[src/rtl/multichannel_tick_divider_queue_core_macros.svh]
// Assertion helpers shared by the tick divider queue RTL.
// All checks sample on the rising clock edge and are held off during reset.
`ifndef MULTICHANNEL_TICK_DIVIDER_QUEUE_CORE_MACROS_SVH
`define MULTICHANNEL_TICK_DIVIDER_QUEUE_CORE_MACROS_SVH

// Check a property on every clock edge outside reset
`define MTDQ_CHECK(label, prop, msg) \
   label: assert property (@(posedge clock) disable iff (reset) prop) else $error(msg);

// Check that a condition in one cycle implies another in the next cycle
`define MTDQ_CHECK_NEXT(label, ante, cons, msg) \
   `MTDQ_CHECK(label, (ante) |=> (cons), msg)

`endif

[src/rtl/mtdq_pkg.sv]
`default_nettype none

package mtdq_pkg;

   // fixed field widths
   localparam int CMD_W     = 2;
   localparam int CHAN_IN_W = 8;
   localparam int FACTOR_W  = 8;
   localparam int STATUS_W  = 2;
   localparam int RUN_CH_W  = 3;
   localparam int PENDING_W = 5;

   // command codes
   localparam logic [CMD_W-1:0] CMD_TICK    = 2'd0;
   localparam logic [CMD_W-1:0] CMD_DRAIN   = 2'd1;
   localparam logic [CMD_W-1:0] CMD_ENABLE  = 2'd2;
   localparam logic [CMD_W-1:0] CMD_DISABLE = 2'd3;

   // status codes
   localparam logic [STATUS_W-1:0] ST_OK    = 2'd0;
   localparam logic [STATUS_W-1:0] ST_RANGE = 2'd1;
   localparam logic [STATUS_W-1:0] ST_EMPTY = 2'd2;

   typedef struct packed {
      logic [CMD_W-1:0]     command;
      logic [CHAN_IN_W-1:0] channel;
      logic [FACTOR_W-1:0]  divide_factor;
   } req_type;

   typedef struct packed {
      logic [STATUS_W-1:0]  status;
      logic                 run_valid;
      logic [RUN_CH_W-1:0]  run_channel;
      logic                 dropped;
      logic [PENDING_W-1:0] pending;
   } rsp_type;

   // control from the sequencer to the channel table
   typedef struct packed {
      logic wr_en;   // enable or disable write at the selected channel
      logic wr_arm;  // 1 arms with the new factor, 0 disarms and clears
      logic step;    // advance the counter of the selected channel
   } chan_ctl_type;

endpackage

`default_nettype wire

[src/rtl/mtdq_ram.sv]
`default_nettype none

module mtdq_ram #(
   parameter int WIDTH = 3,
   parameter int DEPTH = 16
) (
   input  logic                                  clock,
   input  logic                                  wr_en,
   input  logic [(DEPTH > 1 ? $clog2(DEPTH) : 1)-1:0] wr_addr,
   input  logic [WIDTH-1:0]                      wr_data,
   input  logic                                  rd_en,
   input  logic [(DEPTH > 1 ? $clog2(DEPTH) : 1)-1:0] rd_addr,
   output logic [WIDTH-1:0]                      rd_data
);

   logic [WIDTH-1:0] mem_ff [DEPTH];
   logic [WIDTH-1:0] rd_data_ff;

   // write port and registered read port
   always_ff @(posedge clock) begin
      if (wr_en) begin
         mem_ff[wr_addr] <= wr_data;
      end
      if (rd_en) begin
         rd_data_ff <= mem_ff[rd_addr];
      end
   end

   assign rd_data = rd_data_ff;

endmodule

`default_nettype wire

[src/rtl/mtdq_chan.sv]
`default_nettype none

module mtdq_chan #(
   parameter int CHANNELS = 8
) (
   input  logic                                         clock,
   input  logic                                         reset,
   input  mtdq_pkg::chan_ctl_type                       ctl,
   input  logic [(CHANNELS > 1 ? $clog2(CHANNELS) : 1)-1:0] index,
   input  logic [mtdq_pkg::FACTOR_W-1:0]                factor,
   output logic [CHANNELS-1:0]                          armed,
   output logic                                         fire
);

   logic [CHANNELS-1:0]             armed_ff, armed_in;
   logic [mtdq_pkg::FACTOR_W-1:0]   factor_ff [CHANNELS];
   logic [mtdq_pkg::FACTOR_W-1:0]   factor_in [CHANNELS];
   logic [mtdq_pkg::FACTOR_W-1:0]   count_ff  [CHANNELS];
   logic [mtdq_pkg::FACTOR_W-1:0]   count_in  [CHANNELS];
   logic [mtdq_pkg::FACTOR_W-1:0]   count_inc;

   // shared unit: bump the selected counter and compare against its factor
   assign count_inc = count_ff[index] + mtdq_pkg::FACTOR_W'(1);
   assign fire      = armed_ff[index] && (count_inc >= factor_ff[index]);
   assign armed     = armed_ff;

   // update the selected channel only
   always_comb begin
      armed_in  = armed_ff;
      factor_in = factor_ff;
      count_in  = count_ff;
      if (ctl.wr_en) begin
         armed_in[index]  = ctl.wr_arm;
         factor_in[index] = ctl.wr_arm ? factor : '0;
         count_in[index]  = '0;
      end else if (ctl.step && armed_ff[index]) begin
         count_in[index] = fire ? '0 : count_inc;
      end
   end

   always_ff @(posedge clock) begin
      if (reset) begin
         armed_ff <= '0;
         for (int i = 0; i < CHANNELS; i++) begin
            factor_ff[i] <= '0;
            count_ff[i]  <= '0;
         end
      end else begin
         armed_ff  <= armed_in;
         factor_ff <= factor_in;
         count_ff  <= count_in;
      end
   end

endmodule

`default_nettype wire

[src/rtl/multichannel_tick_divider_queue_core.sv]
`default_nettype none
// Multichannel tick divider with a firing queue.
// Input: a command word on req_data is taken at a clock edge where start is
// high and busy is low. Commands: tick, drain one queued channel, enable a
// channel with a divide factor, disable a channel.
// Output: exactly one response word per command, shown on rsp_data for one
// cycle with rsp_valid high. The receiver cannot hold it off; it must take
// the word in that cycle.
// Sequence per command from the accepting edge to the response cycle:
//   tick            walks the channels one per cycle through the shared
//                   increment and compare unit, then responds
//   drain           reads the queue memory (the read is registered), then
//                   responds; an empty queue responds without a read
//   enable/disable  updates the channel table if in range and responds
// busy goes high after the accepting edge and stays high through the response
// cycle; the next command may be accepted in the cycle after the strobe.
// Reset clears all channel state and the queue pointers at once; the queue
// memory itself is not cleared, only written entries are ever read.
module multichannel_tick_divider_queue_core #(
   parameter int CHANNELS    = 8,
   parameter int QUEUE_DEPTH = 16
) (
   input  logic              clock,
   input  logic              reset,
   input  logic              start,
   output logic              busy,
   input  mtdq_pkg::req_type req_data,
   output logic              rsp_valid,
   output mtdq_pkg::rsp_type rsp_data
);

`include "multichannel_tick_divider_queue_core_macros.svh"

   localparam int CH_W = (CHANNELS > 1) ? $clog2(CHANNELS) : 1;
   localparam int QW   = $clog2(QUEUE_DEPTH);
   localparam int FW   = $clog2(QUEUE_DEPTH + 1);

   typedef enum logic [3:0] {
      S_IDLE = 4'b0001,
      S_WALK = 4'b0010,
      S_POP  = 4'b0100,
      S_RESP = 4'b1000
   } state_type;

   state_type state_ff, state_in;
   logic [CH_W-1:0] idx_ff, idx_in;
   logic [QW-1:0]   head_ff, head_in;
   logic [QW-1:0]   tail_ff, tail_in;
   logic [FW-1:0]   fill_ff, fill_in;
   logic [mtdq_pkg::STATUS_W-1:0] status_ff, status_in;
   logic            run_valid_ff, run_valid_in;
   logic [mtdq_pkg::RUN_CH_W-1:0] run_ch_ff, run_ch_in;
   logic            dropped_ff, dropped_in;

   mtdq_pkg::chan_ctl_type chan_ctl;
   logic [CH_W-1:0]     chan_index;
   logic [CHANNELS-1:0] armed;
   logic                fire;

   logic            q_wr_en;
   logic            q_rd_en;
   logic [CH_W-1:0] q_rd_data;
   logic [mtdq_pkg::CHAN_IN_W-1:0] pop_ext;
   logic            pop_live;

   mtdq_chan #(
      .CHANNELS (CHANNELS)
   ) u_chan (
      .clock  (clock),
      .reset  (reset),
      .ctl    (chan_ctl),
      .index  (chan_index),
      .factor (req_data.divide_factor),
      .armed  (armed),
      .fire   (fire)
   );

   mtdq_ram #(
      .WIDTH (CH_W),
      .DEPTH (QUEUE_DEPTH)
   ) u_queue (
      .clock   (clock),
      .wr_en   (q_wr_en),
      .wr_addr (tail_ff),
      .wr_data (idx_ff),
      .rd_en   (q_rd_en),
      .rd_addr (head_ff),
      .rd_data (q_rd_data)
   );

   // popped channel counts only if in range and still armed
   assign pop_ext  = mtdq_pkg::CHAN_IN_W'(q_rd_data);
   assign pop_live = (pop_ext < mtdq_pkg::CHAN_IN_W'(CHANNELS)) && armed[q_rd_data];

   // sequencer
   always_comb begin
      state_in     = state_ff;
      idx_in       = idx_ff;
      head_in      = head_ff;
      tail_in      = tail_ff;
      fill_in      = fill_ff;
      status_in    = status_ff;
      run_valid_in = run_valid_ff;
      run_ch_in    = run_ch_ff;
      dropped_in   = dropped_ff;
      chan_ctl     = '0;
      chan_index   = idx_ff;
      q_wr_en      = 1'b0;
      q_rd_en      = 1'b0;
      case (state_ff)
         S_IDLE: begin
            if (start) begin
               status_in    = mtdq_pkg::ST_OK;
               run_valid_in = 1'b0;
               run_ch_in    = '0;
               dropped_in   = 1'b0;
               idx_in       = '0;
               case (req_data.command)
                  mtdq_pkg::CMD_TICK: begin
                     state_in = S_WALK;
                  end
                  mtdq_pkg::CMD_DRAIN: begin
                     if (fill_ff == '0) begin
                        status_in = mtdq_pkg::ST_EMPTY;
                        state_in  = S_RESP;
                     end else begin
                        q_rd_en  = 1'b1;
                        head_in  = (head_ff == QW'(QUEUE_DEPTH - 1)) ?
                                   '0 : head_ff + QW'(1);
                        fill_in  = fill_ff - FW'(1);
                        state_in = S_POP;
                     end
                  end
                  default: begin
                     // enable or disable one channel
                     if (req_data.channel >= mtdq_pkg::CHAN_IN_W'(CHANNELS)) begin
                        status_in = mtdq_pkg::ST_RANGE;
                     end else begin
                        chan_index      = req_data.channel[CH_W-1:0];
                        chan_ctl.wr_en  = 1'b1;
                        chan_ctl.wr_arm = (req_data.command == mtdq_pkg::CMD_ENABLE);
                     end
                     state_in = S_RESP;
                  end
               endcase
            end
         end
         S_WALK: begin
            // one channel per cycle; push firings, drop them when full
            chan_ctl.step = 1'b1;
            if (fire) begin
               if (fill_ff == FW'(QUEUE_DEPTH)) begin
                  dropped_in = 1'b1;
               end else begin
                  q_wr_en = 1'b1;
                  tail_in = (tail_ff == QW'(QUEUE_DEPTH - 1)) ?
                            '0 : tail_ff + QW'(1);
                  fill_in = fill_ff + FW'(1);
               end
            end
            if (idx_ff == CH_W'(CHANNELS - 1)) begin
               state_in = S_RESP;
            end else begin
               idx_in = idx_ff + CH_W'(1);
            end
         end
         S_POP: begin
            run_valid_in = pop_live;
            run_ch_in    = pop_live ? pop_ext[mtdq_pkg::RUN_CH_W-1:0] : '0;
            state_in     = S_RESP;
         end
         S_RESP: begin
            state_in = S_IDLE;
         end
         default: begin
            state_in = S_IDLE;
         end
      endcase
   end

   always_ff @(posedge clock) begin
      if (reset) begin
         state_ff <= S_IDLE;
         head_ff  <= '0;
         tail_ff  <= '0;
         fill_ff  <= '0;
      end else begin
         state_ff <= state_in;
         head_ff  <= head_in;
         tail_ff  <= tail_in;
         fill_ff  <= fill_in;
      end
   end

   // response payload and walk index hold without reset
   always_ff @(posedge clock) begin
      idx_ff       <= idx_in;
      status_ff    <= status_in;
      run_valid_ff <= run_valid_in;
      run_ch_ff    <= run_ch_in;
      dropped_ff   <= dropped_in;
   end

   assign busy      = (state_ff != S_IDLE);
   assign rsp_valid = (state_ff == S_RESP);

   always_comb begin
      rsp_data             = '0;
      rsp_data.status      = status_ff;
      rsp_data.run_valid   = run_valid_ff;
      rsp_data.run_channel = run_ch_ff;
      rsp_data.dropped     = dropped_ff;
      rsp_data.pending     = mtdq_pkg::PENDING_W'(fill_ff);
   end

   // checks
   `MTDQ_CHECK(a_fill_bound, fill_ff <= FW'(QUEUE_DEPTH), "queue fill above depth")
   `MTDQ_CHECK_NEXT(a_accept_busy, start && !busy, busy, "accepted word did not raise busy")
   `MTDQ_CHECK_NEXT(a_rsp_release, rsp_valid, !busy && !rsp_valid, "busy held after response")
   `MTDQ_CHECK(a_drop_full,
      (rsp_valid && rsp_data.dropped) |-> (fill_ff == FW'(QUEUE_DEPTH)),
      "drop reported with queue not full")
   `MTDQ_CHECK(a_run_ok,
      (rsp_valid && rsp_data.run_valid) |-> (rsp_data.status == mtdq_pkg::ST_OK),
      "run reported with bad status")

endmodule

`default_nettype wire
[config.mk]
export PLATFORM = sky130hd
export DESIGN_NAME = multichannel_tick_divider_queue_core
export DESIGN_NICKNAME = d
export VERILOG_FILES = /design/src/rtl/mtdq_pkg.sv /design/src/rtl/mtdq_ram.sv /design/src/rtl/mtdq_chan.sv /design/src/rtl/multichannel_tick_divider_queue_core.sv
export VERILOG_INCLUDE_DIRS = /design/src /design/src/rtl
export SDC_FILE = /design/constraint.sdc
export NUM_CORES = 1
export LEC_CHECK = 0
export ABC_AREA = 1
export BUFFER_PORTS_ARGS = -buffer_cell sky130_fd_sc_hd__clkbuf_2
export CAP_MARGIN = 20
export CORE_UTILIZATION = 55
export DETAILED_ROUTE_END_ITERATION = 8
export PLACE_DENSITY = 0.71
export SLEW_MARGIN = 25
export SYNTH_ARGS = -nofsm -noshare
export SYNTH_HDL_FRONTEND = slang
export SYNTH_SLANG_ARGS = --single-unit
[constraint.sdc]
create_clock -name clock -period 7.6 [get_ports clock]
set_clock_uncertainty 0.05 [all_clocks]
set_input_delay 1.52 -clock clock [delete_from_list [all_inputs] [get_ports clock]]
set_output_delay 1.52 -clock clock [all_outputs]
set_load 0.02 [all_outputs]
==> impl_metrics.prom <==
# TYPE chip_impl_metric gauge
chip_impl_info{name="run_status",value="finished clean"} 1
chip_impl_info{name="tritoncts",value="yes"} 1
chip_impl_metric{name="worst-r2r-cell-count",unit=""} 24
chip_impl_metric{name="grt_antenna_before_repair",unit=""} 0
chip_impl_metric{name="cap_viol_max_count",unit=""} 0
chip_impl_metric{name="cts_buffers",unit=""} 23
chip_impl_metric{name="total_routing_usage_gr",unit=""} 0.2843
chip_impl_metric{name="final_max_slew_viol_count",unit=""} 0
chip_impl_info{name="hold_path_class",value="reg2reg"} 1
chip_impl_metric{name="drt-total-wl",unit="mm"} 27.16
chip_impl_metric{name="cts-hold-fix-buffers",unit=""} 0
chip_impl_metric{name="finalSetupViolations",unit=""} 0
chip_impl_metric{name="via_count",unit=""} 8993
chip_impl_metric{name="die_y",unit="um"} 138.2
chip_impl_metric{name="worst_slew_margin_rel",unit=""} 0.4211
chip_impl_metric{name="detailedPlacementHpwl",unit="mm"} 17.95
chip_impl_metric{name="cts.sink_count",unit=""} 214
chip_impl_info{name="critPathLaunchType",value="input pin"} 1
chip_impl_metric{name="synth-async-reset-ratio",unit=""} 0
chip_impl_info{name="hold_path.startpoint",value="u_chan.factor_ff[6]$_SDFFE_PP0P_"} 1
chip_impl_metric{name="worstHoldPathCells",unit=""} 2
chip_impl_info{name="most_used_cells_in_the_layout_excluding_fill_and_tap_cells",value="sky130_fd_sc_hd__nand2_1 (448), sky130_fd_sc_hd__dfxtp_1 (153), sky130_fd_sc_hd__a21oi_1 (150), sky130_fd_sc_hd__inv_1 (97), sky130_fd_sc_hd__nor2_1 (78)"} 1
chip_impl_metric{name="worstPathRequired",unit="ns"} 7.97
chip_impl_metric{name="grt_pass1_vias",unit=""} 8376
chip_impl_metric{name="tightestPinTransition",unit="ns"} 0.8684
chip_impl_metric{name="detailedRoute.firstPassIterationCount",unit=""} 6
chip_impl_metric{name="syn_nets",unit=""} 1377
chip_impl_info{name="worst_r2r_startpoint",value="state_ff[0]$_SDFFE_PP1P_"} 1
chip_impl_metric{name="cts.reportedPaths.clkPinSlew",unit="ns"} 0.06
chip_impl_metric{name="synth_seq_cells",unit=""} 214
chip_impl_metric{name="grt_first_pass_wirelength",unit="mm"} 43.41
chip_impl_metric{name="globalplace.congestion",unit=""} 0.8789
chip_impl_metric{name="port_buffers",unit=""} 34
chip_impl_metric{name="synth_cell_type_count",unit=""} 46
chip_impl_metric{name="cts.path.max_buffers",unit=""} 3
chip_impl_metric{name="viasPerCell",unit=""} 5.628
chip_impl_metric{name="post_synth_instance_area",unit="um2"} 10200
chip_impl_metric{name="pwr_density_cell",unit="nW/um2"} 256.2
chip_impl_info{name="cts-root-buf",value="sky130_fd_sc_hd__clkbuf_16"} 1
chip_impl_metric{name="synthToLayoutAreaGrowth",unit="%"} 9.686
chip_impl_info{name="hold_end",value="u_chan.factor_ff[6]$_SDFFE_PP0P_"} 1
chip_impl_metric{name="power_leakage",unit="nW"} 4.256
chip_impl_metric{name="insertedDiodeCount",unit=""} 0
chip_impl_metric{name="seq_area",unit="um2"} 4895
chip_impl_metric{name="initial_utilization",unit=""} 0.5642
chip_impl_metric{name="mapped_cells",unit=""} 1336
chip_impl_metric{name="fill_cells",unit=""} 1645
chip_impl_metric{name="fp.dieW",unit="um"} 138.2
chip_impl_metric{name="row_count",unit=""} 49
chip_impl_metric{name="synth.yosys.warnings",unit=""} 0
chip_impl_metric{name="antenna_left",unit=""} 0
chip_impl_info{name="rsz_0062_raised_after_global_routing",value="no"} 1
chip_impl_metric{name="rrSetupSlack",unit="ns"} 2.24
chip_impl_info{name="synthFlopType",value="sky130_fd_sc_hd__dfxtp_1"} 1
chip_impl_metric{name="multi_input_gate_area",unit="um2"} 4632
chip_impl_metric{name="detailedRoute.firstIterationViolations",unit=""} 805
chip_impl_metric{name="setup_tns",unit="ns"} 0
chip_impl_metric{name="wl_per_cell",unit="um"} 16.99
chip_impl_metric{name="final_nets",unit=""} 1394
chip_impl_metric{name="timing.final.hold_violations",unit=""} 0
chip_impl_info{name="crit-reg2reg-capture",value="u_chan.count_ff[26]$_SDFFE_PP0P_"} 1
chip_impl_metric{name="grt-ovfl-total",unit=""} 0
chip_impl_info{name="worstSetupEndpointType",value="flip-flop"} 1
chip_impl_metric{name="residual_drc_count",unit=""} 0
chip_impl_metric{name="post_cts_buffers",unit=""} 0
chip_impl_metric{name="grt_start_max_net_pins",unit=""} 77
chip_impl_metric{name="cts_resized",unit=""} 0
chip_impl_metric{name="critical_path_arrival",unit="ns"} 6.58
chip_impl_metric{name="die-area",unit="um2"} 19100
chip_impl_metric{name="critical_path.max_fanout",unit=""} 49
chip_impl_metric{name="synth_seq_area_share",unit=""} 0.4796
chip_impl_metric{name="synth_enable_flop_cells",unit=""} 61
chip_impl_metric{name="worst_skew_pair.late_latency",unit="ns"} 0.51
chip_impl_metric{name="achievable-frequency",unit="MHz"} 161.2
chip_impl_metric{name="final_core_util",unit=""} 0.6189
chip_impl_info{name="critical_setup_path_kind",value="in2reg"} 1
chip_impl_metric{name="layout_worst_path_cycle_share",unit=""} 0.8164
chip_impl_metric{name="synth_area_per_cell",unit="um2"} 7.638
chip_impl_metric{name="layout-drive-gt1-share",unit=""} 0.1030
chip_impl_info{name="layout_commonest_cell",value="sky130_fd_sc_hd__nand2_1"} 1
chip_impl_metric{name="power.ir.vdd_worst",unit="uV"} 196.9
chip_impl_metric{name="core-area",unit="um2"} 18090
chip_impl_metric{name="period_needed",unit="ns"} 6.204
chip_impl_metric{name="htree_num_levels",unit=""} 1
chip_impl_metric{name="boundaryPins",unit=""} 35
==> flip-flops by register name, indices dropped and copies added, names as in the netlist <==
register	cells
dropped_ff	1
fill_ff	5
head_ff	4
idx_ff	3
run_ch_ff	3
run_valid_ff	1
state_ff	4
status_ff	2
tail_ff	4
u_chan.armed	8
u_chan.count_ff	64
u_chan.factor_ff	64
u_queue.mem_ff	48
u_queue.rd_data	3
==> worst max path at each step <==
stage | from | end
floorplan | req_data[13] | u_queue.mem_ff[11][0]$_DFFE_PP_
global placement | req_data[13] | u_chan.count_ff[26]$_SDFFE_PP0P_
detailed placement | req_data[13] | u_chan.count_ff[2]$_SDFFE_PP0P_
CTS | req_data[13] | u_chan.count_ff[26]$_SDFFE_PP0P_
global route | req_data[13] | u_chan.count_ff[26]$_SDFFE_PP0P_
finish | req_data[13] | u_chan.count_ff[26]$_SDFFE_PP0P_
==> stage by stage <==
step / setup slack, ns / hold slack [ns] / total power [mW] / instance area, um2 / cells
finish: 1.396 / 0.4109 / 2.868 / 11190 / 1598
global route: 0.9546 / 0.4229 / 2.979 / 11190 / 1598
CTS: 1.500 / 0.4094 / 2.870 / 11190 / 1598
detailed placement: 1.018 / 0.4001 / 1.809 / 10480 / 1557
global placement: 1.147 / 0.3946 / 1.802 / 10480 / 1557
floorplan: 2.536 / 0.3802 / 1.654 / 10200 / 1336
==> cell families after synthesis <==
| family | Yosys count | synth area share |
|---|---|---|
| AOI/OAI and AO/OA | 251 | 0.1339 |
| xor gates and xnor gates | 6 | 0.005151 |
| adders and majority gates | 20 | 0.02526 |
| buffers and inverters | 166 | 0.06645 |
| DFF | 214 | 0.4796 |
| and+or+nand+nor | 679 | 0.2896 |
==> critical path, stage by stage <==
cell and delay (ns):
sky130_fd_sc_hd__clkbuf_2 0.08, sky130_fd_sc_hd__nor2_1 0.09, sky130_fd_sc_hd__nand3_1 0.20, sky130_fd_sc_hd__nor2_4 0.25, sky130_fd_sc_hd__nand3_4 0.31, sky130_fd_sc_hd__nand2_4 0.56, sky130_fd_sc_hd__inv_2 0.20, sky130_fd_sc_hd__nor2_1 0.49
sky130_fd_sc_hd__inv_1 0.29, sky130_fd_sc_hd__o2bb2ai_1 0.20, sky130_fd_sc_hd__a221oi_1 0.07, sky130_fd_sc_hd__nand3_1 0.11, sky130_fd_sc_hd__inv_1 0.05, sky130_fd_sc_hd__ha_1 0.29, sky130_fd_sc_hd__a21oi_1 0.16, sky130_fd_sc_hd__o21ai_0 0.09
sky130_fd_sc_hd__nand2_1 0.06, sky130_fd_sc_hd__o2111ai_1 0.16, sky130_fd_sc_hd__nand3_2 0.17, sky130_fd_sc_hd__nand2_2 0.13, sky130_fd_sc_hd__inv_2 0.45, sky130_fd_sc_hd__and2_1 0.37, sky130_fd_sc_hd__nand2_1 0.09, sky130_fd_sc_hd__a21oi_1 0.14
==> area by class of cell <==
class,instances,share of cell area
multi-input cells,956,0.4138
flip-flops and latches,214,0.4373
clock inverters,12,0.01028
clock buffers,29,0.05343
repair buffers,41,0.02012
well taps,229,0.02560
inverters,117,0.03946
==> report_power, final <==
group / switching, mW / internal [mW] / total, mW
clock: 0.447 / 0.625 / 1.07
combinational: 0.428 / 0.139 / 0.566
sequential: 0.0276 / 1.20 / 1.23
total: 0.902 / 1.97 / 2.87
==> synthesized netlist by cell type, types with 6 or more instances <==
library cell	count	share of area
sky130_fd_sc_hd__a211oi_1	9	0.0066
sky130_fd_sc_hd__nand3b_1	12	0.0088
sky130_fd_sc_hd__nand4_1	14	0.0086
sky130_fd_sc_hd__nand2_1	448	0.16
sky130_fd_sc_hd__nand2_2	9	0.0055
sky130_fd_sc_hd__nor2_2	23	0.014
sky130_fd_sc_hd__nand3_1	67	0.033
sky130_fd_sc_hd__edfxtp_1	61	0.18
sky130_fd_sc_hd__o21ai_0	46	0.023
sky130_fd_sc_hd__a221oi_1	6	0.0051
sky130_fd_sc_hd__buf_2	9	0.0044
sky130_fd_sc_hd__o22ai_1	16	0.0098
sky130_fd_sc_hd__dfxtp_1	153	0.30
sky130_fd_sc_hd__o21ai_1	11	0.0054
sky130_fd_sc_hd__ha_1	19	0.023
sky130_fd_sc_hd__nor2_1	78	0.029
sky130_fd_sc_hd__a21oi_1	150	0.074
sky130_fd_sc_hd__inv_1	97	0.036
sky130_fd_sc_hd__clkbuf_1	32	0.012
sky130_fd_sc_hd__inv_2	19	0.0070
==> layer usage <==
metal	wire length, um	GRT usage	up-vias	share of wire
li1	-	-	4441	-
met4	938	0.1118	0	0.035
met2	12880	0.4721	312	0.47
met1	11780	0.3817	4166	0.43
met5	0	0	-	0
met3	1558	0.03256	74	0.057
(Power assumes the default switching activity.)
